`config.mk`:
```
export PLATFORM = sky130hd
export DESIGN_NAME = rpe_scale
export DESIGN_NICKNAME = d
export VERILOG_FILES = /design/src/design/rpe_pkg.sv /design/src/design/rpe_scale.sv
export SDC_FILE = /design/constraint.sdc
export NUM_CORES = 2
export LEC_CHECK = 0
export ABC_AREA = 1
export ABC_CLOCK_PERIOD_IN_PS = 18700
export BUFFER_PORTS_ARGS = -buffer_cell sky130_fd_sc_hd__buf_4
export CAP_MARGIN = 15
export CELL_PAD_IN_SITES_DETAIL_PLACEMENT = 1
export CELL_PAD_IN_SITES_GLOBAL_PLACEMENT = 2
export CORE_UTILIZATION = 43
export DETAILED_ROUTE_END_ITERATION = 7
export PLACE_DENSITY_LB_ADDON = 0.1
export SLEW_MARGIN = 20
export SYNTH_ARGS = -nofsm -noshare
export SYNTH_HDL_FRONTEND = slang
export SYNTH_SLANG_ARGS = --single-unit
```
`constraint.sdc`:
```
create_clock -name clock -period 18.7 [get_ports clock]
set_input_delay 3.74 -clock clock [delete_from_list [all_inputs] [get_ports clock]]
set_output_delay 3.74 -clock clock [all_outputs]
set_load 0.01 [all_outputs]
```
`src/design/rpe_pkg.sv`:
```
// ----------------------------------------------------------------------------
// rpe_pkg
// Shared types, constants and a saturating adder for the random projection
// embedding unit.
// ----------------------------------------------------------------------------
package rpe_pkg;

   localparam int NODE_W    = 10;
   localparam int DIM_W     = 3;
   localparam int ADDR_W    = NODE_W + DIM_W;
   localparam int EDGE_AW   = 12;
   localparam int VAL_W     = 48;
   localparam int COEF_W    = 32;
   localparam int NUM_COEF  = 5;
   localparam int MAX_NODES = 1024;
   localparam int MAX_DIMS  = 8;
   localparam int MAX_ORDER = 4;
   localparam int MAX_EDGES = 4096;

   localparam logic signed [VAL_W-1:0] VAL_MAX = {1'b0, {(VAL_W-1){1'b1}}};
   localparam logic signed [VAL_W-1:0] VAL_MIN = {1'b1, {(VAL_W-1){1'b0}}};

   typedef enum logic [2:0] {
      OP_LOAD  = 3'd0,
      OP_EDGE  = 3'd1,
      OP_RUN   = 3'd2,
      OP_READ  = 3'd3,
      OP_CLEAR = 3'd4
   } op_type;

   typedef enum logic [1:0] {
      STATUS_OK    = 2'd0,
      STATUS_FULL  = 2'd1,
      STATUS_RANGE = 2'd2
   } status_type;

   typedef enum logic [2:0] {
      REG_NODE_COUNT = 3'd0,
      REG_DIM_COUNT  = 3'd1,
      REG_ORDER      = 3'd2,
      REG_COEF_0     = 3'd3,
      REG_COEF_1     = 3'd4,
      REG_COEF_2     = 3'd5,
      REG_COEF_3     = 3'd6,
      REG_COEF_4     = 3'd7
   } reg_type;

   typedef enum logic [4:0] {
      ST_IDLE,
      ST_RD_WAIT,
      ST_CLR,
      ST_AS_RD,
      ST_AS_W1,
      ST_AS_W2,
      ST_AS_WR,
      ST_ZERO,
      ST_ED_RD,
      ST_ED_W,
      ST_CT_W,
      ST_CS_W,
      ST_NS_W,
      ST_NT_RD,
      ST_NT_W,
      ST_CP_RD,
      ST_CP_WR,
      ST_DONE
   } state_type;

   typedef struct packed {
      logic                    sat;
      logic signed [VAL_W-1:0] value;
   } sat_result_type;

   function automatic sat_result_type sat_add48(input logic signed [VAL_W-1:0] a,
                                                input logic signed [VAL_W-1:0] b);
      logic signed [VAL_W:0] sum;
      sat_result_type        res;
      sum = {a[VAL_W-1], a} + {b[VAL_W-1], b};
      if (sum[VAL_W] != sum[VAL_W-1]) begin
         res.sat   = 1'b1;
         res.value = sum[VAL_W] ? VAL_MIN : VAL_MAX;
      end else begin
         res.sat   = 1'b0;
         res.value = sum[VAL_W-1:0];
      end
      return res;
   endfunction

endpackage

```
`src/design/rpe_scale.sv`:
```
// ----------------------------------------------------------------------------
// rpe_scale
// Two-stage coefficient multiply: round(coef * value / 2^24), saturated to
// 48 bits. The value is split into a signed high and an unsigned low part.
// ----------------------------------------------------------------------------
module rpe_scale
   import rpe_pkg::*;
(
   input  logic                    clock,
   input  logic [COEF_W-2:0]       coef,
   input  logic signed [VAL_W-1:0] value,
   output logic signed [VAL_W-1:0] scaled,
   output logic                    sat
);

   logic signed [55:0]      p_hi_ff, p_hi_in;
   logic [54:0]             p_lo_ff, p_lo_in;
   logic signed [VAL_W-1:0] scaled_ff, scaled_in;
   logic                    sat_ff, sat_in;
   logic [31:0]             low_part;
   logic signed [56:0]      sum;

   always_comb begin
      p_hi_in  = $signed({1'b0, coef}) * $signed(value[VAL_W-1:24]);
      p_lo_in  = 55'(coef) * 55'(value[23:0]);
      low_part = 32'((p_lo_ff + 55'(24'h800000)) >> 24);
      sum      = {p_hi_ff[55], p_hi_ff} + $signed({25'd0, low_part});
      // overflow when the 48-bit sign bit and the bits above it are not all equal
      if ((&sum[56:VAL_W-1]) || !(|sum[56:VAL_W-1])) begin
         sat_in    = 1'b0;
         scaled_in = sum[VAL_W-1:0];
      end else begin
         sat_in    = 1'b1;
         scaled_in = sum[56] ? VAL_MIN : VAL_MAX;
      end
   end

   always_ff @(posedge clock) begin
      p_hi_ff   <= p_hi_in;
      p_lo_ff   <= p_lo_in;
      scaled_ff <= scaled_in;
      sat_ff    <= sat_in;
   end

   assign scaled = scaled_ff;
   assign sat    = sat_ff;

endmodule

```
# --- Word level (Yosys, flattened, before mapping) ---
# Index checks and enable logic that the tools add are counted.
word_totals:
  elab_cells: 15
  output_inout_bits: 49
  inputBits: 80
  register_bits: 160
classes:
  n_addsub: 2
  n_reduce_logical: 4
  mul: 2
  n_mux: 3
ops:
  columns: ["operator", "n"]
  rows:
  - ["$mux 48", 2]
  - ["$add 56x32->57", 1]
  - ["$mul 32x24->56", 1]
  - ["$add 55x24->55 const B", 1]
  - ["$mul 31x24->55", 1]
  - ["$reduce_and 10->1", 1]
  - ["$reduce_or 10->1", 1]
  - ["$logic_not 1->1", 1]
  - ["$logic_or 1x1->1", 1]
  - ["$mux 1", 1]

# --- Depth between registers and ports, before layout ---
depth:
  word_depth: 6
  depth_mapped: 33
  mapped_depth_nobuf: 31

# --- Worst setup path before layout ---
# No wires, ideal clock.
synth_path:
  path_kind: "input-to-reg"
  startpoint: "in coef[26]"
  endpoint: "reg p_lo_ff[49]"
  slack_ps: 8929
  path_stages: 26
  t_arrival_ps: 9659
  n_path_buf: 2
  required_ps: 18588
  setup_time_ps: 112
  path_cell_list: "clkbuf_1 -> buf_1 -> nand2_1 -> fa_1 -> inv_1 -> fa_1 -> inv_1 -> fa_1 -> inv_1 -> fa_1 -> fa_1 -> fa_1 -> inv_1 -> fa_1 -> inv_1 -> ha_1 -> nand2_1 -> nor2_1 -> inv_1 -> nor4_1 -> nand3_1 -> nand3_1 -> a21oi_1 -> nand2b_1 -> nand3_1 -> nand2_1"
synth_via:
  elab_chain_len: 1
synth_lines:
  columns: ["item", "line", "text"]
  rows:
  - ["from (decl)", "rpe_scale.sv:10", "input logic [COEF_W-2:0] coef,"]
  - ["$mul 31x24->55", "rpe_scale.sv:25", "p_lo_in = 55'(coef) * 55'(value[23:0]);"]
  - ["via p_lo_in[49]", "rpe_scale.sv:17", "logic [54:0] p_lo_ff, p_lo_in;"]
  - ["to (signal assigned)", "rpe_scale.sv:40", "p_lo_ff <= p_lo_in;"]
  - ["to (decl)", "rpe_scale.sv:17", null]
# The timed path passes the listed nets, and every way through them passes these cells.

# --- Worst setup path after layout ---
layout_path:
  startpoint: "in coef[10]"
  endpoint: "reg p_lo_ff[25]"
# Same word-level chain as after synthesis.

==> run metrics <==
Worst setup EP type flip-flop; Die ar. 0.1349 mm²; TNS Setup 0 ps; Global Route Usage Sum 29.96%; number of global-route vias before repair 54110; post_cts resized 0; Post-synth top flop dfxtp_1; Ports 129; worst min path class flip-flop to flip-flop; Rows 133; CP Launch Point coef[10]; number of setup buffers added after CTS 0; Critical Path Fanout Max 48; CTS tree yes; outcome completed; fin crit share 55.84%; Hold Buf Count CTS 0; worst rel slew slack 39.11%; Max Slew Vio Count 0; #FFs+latches synth 137; largest net degree at the start of global routing 49; Netlist cell types 48; Clock Sinks 137; Hold Fails Final Rpt 0; synthesized instance count 7674; Starting DRT DRC Count 2039; total CTS buffers 17; share of layout cells above drive strength 1 2.920%; register area share after synthesis 4.779%; total congestion overflow 0; clock slew at reported path FFs 80 ps; area grow syn2layout 4.502%; Syn. warnings 0; Peak Freq 0.09576 GHz; Synthesized Nets 9451; via count 46390; Final Net Count 9298; Clock Path Buffers 2; Startpoint Class input pin; initial core utilization 43.49%; max-cap viol count 0; wirelength, routed 193800 µm; die height 367.3 µm; synthesized area 0.05739 mm²; Synth async-reset ratio 0%; initial antenna violation count 5; Wirelength per Cell 20.86 µm; Tmin final 10440 ps; 1st-pass router iterations 5; top cell type's share of synthesized area 44.37%; critical path class input pin to flip-flop; post-route cell area 0.05998 mm²; core area 0.1320 mm²; post-DR vias/cell 4.993; GPL Wtd Cong 0.9346; # port buffers 128; unrepaired setup endpoints after global routing no; post-detail-place hpwl 158300 µm; setup violators final 0; syn_area_per_cell 7.479 µm²; Placed Area 0.05941 mm²; Die W 367.3 µm; worst hold start p_hi_ff[0]$_DFF_P_; worst skew pair latency 460 ps; root buffer cell clkbuf_16; number of flops mapped to enable cells by yosys 0; CP Data Arrival Time 10770 ps; Worst-Margin Slew 913.4 ps; # DRC 0; worst reg2reg startpoint p_lo_ff[28]$_DFF_P_; WP data required 19020 ps; Synth area leaders fa_1 (44%), inv_1 (16%), nand2_1 (14%); Yosys top cell by area fa_1; H-tree Lvls 4; worst clock skew 16.97 ps; Routed Antenna Nets 0; global-route wire length before repair 310100 µm
## layer usage
layer / global-route usage [%] / part of all wire [%]
met1: 36.89 / 42
met2: 55.05 / 52
met3: 3.349 / 3.7
met4: 8.029 / 3.0
met5: 0 / 0.026
## worst paths after layout
check / endpoint / slack [ps] / cells after the start
max: p_lo_ff[25]$_DFF_P_ / 8260 / 22
min: scaled[0]$_DFF_P_ / 560 / 3
max reg2reg: scaled[39]$_DFF_P_ / 13470 / 28
min reg2reg: scaled[0]$_DFF_P_ / 560 / 3
## metrics by stage
stage | worst slack (ps) | hold WS (ps) | utilization, % | std cells
after floorplan | 8929 | 486.5 | - | 7674
after CTS | 8299 | 579.9 | 45.45 | 9289
final | 8257 | 558.8 | 45.45 | 9290
after global routing | 8037 | 618.7 | 45.45 | 9290
after detailed placement | 7805 | 559.9 | 45.02 | 9257
after global placement | 7839 | 545.4 | 45.02 | 9257
## flip-flops by register name, summed over array words and instances, names as in the netlist
name	cells
p_lo_ff	32
p_hi_ff	56
scaled	48
sat	1
## final cells by class
class / instances / area, µm²
Sequential cell: 137 / 2743
Multi-Input combinational cell: 4797 / 44310
Tap cell: 1755 / 2196
Antenna cell: 1 / 2.502
Timing Repair Buffer: 138 / 1036
Clock inverter: 13 / 132.6
Fill cell: 16540 / 71990
Clock buffer: 19 / 432.9
Inverter: 2430 / 9121
## critical path, stage by stage
cell,delay [ps]
buf_4,630
nand2_1,180
fa_1,540
fa_1,550
inv_1,60
fa_1,500
inv_1,50
fa_1,550
inv_1,60
fa_1,500
fa_1,560
inv_1,60
fa_1,600
inv_1,80
ha_1,310
nand2_1,100
nor2_1,230
inv_1,110
nor3_1,360
a21oi_1,150
o21ai_0,430
xor2_1,410
## Yosys cell counts (all sizes together) (2+ instances only)
master and count:
nor2 268, nor4 15, nand2 2120, buf 89, nand3 102, o21ai 91, o2111ai 3, xor2 103
o211ai 3, a31oi 43, a21boi 3, nor3 28, o21a 13, nand4 24, or2 16, a31o 3
nand3b 3, and2 2, inv 2429, clkbuf 221, dfxtp 137, ha 425, a21o 27, a21oi 160
xnor2 52, a221oi 2, and3 4, o21bai 9, fa 1272
## cells by family (layout without fill, tap and decap cells)
family	after synthesis	count (layout)	synth area share, %
AOI/OAI and AO/OA	361	361	3.553
xor gates and xnor gates	155	155	2.365
adders and majority gates	1697	1697	53.63
buffers and inverters	2740	2600	18.01
DFF	137	137	4.779
other	0	1	0
and+or+nand+nor	2584	2584	17.66
## cell usage in the layout (no fill, tap or decap), drive strengths merged, types with 15 or more instances in the layout
cell | Yosys | routed
inv | 2429 | 2435
xnor2 | 52 | 52
nor3 | 28 | 28
xor2 | 103 | 103
nor4 | 15 | 15
buf | 89 | 138
ha | 425 | 425
fa | 1272 | 1272
nand4 | 24 | 24
o21ai | 91 | 91
a31oi | 43 | 43
nand3 | 102 | 102
a21oi | 160 | 160
nor2 | 268 | 268
a21o | 27 | 27
or2 | 16 | 16
nand2 | 2120 | 2120
clkbuf | 221 | 19
dfxtp | 137 | 137
Power is not shown: default switching activity piles up to over one toggle a cycle in this logic, so the estimate is an artifact.
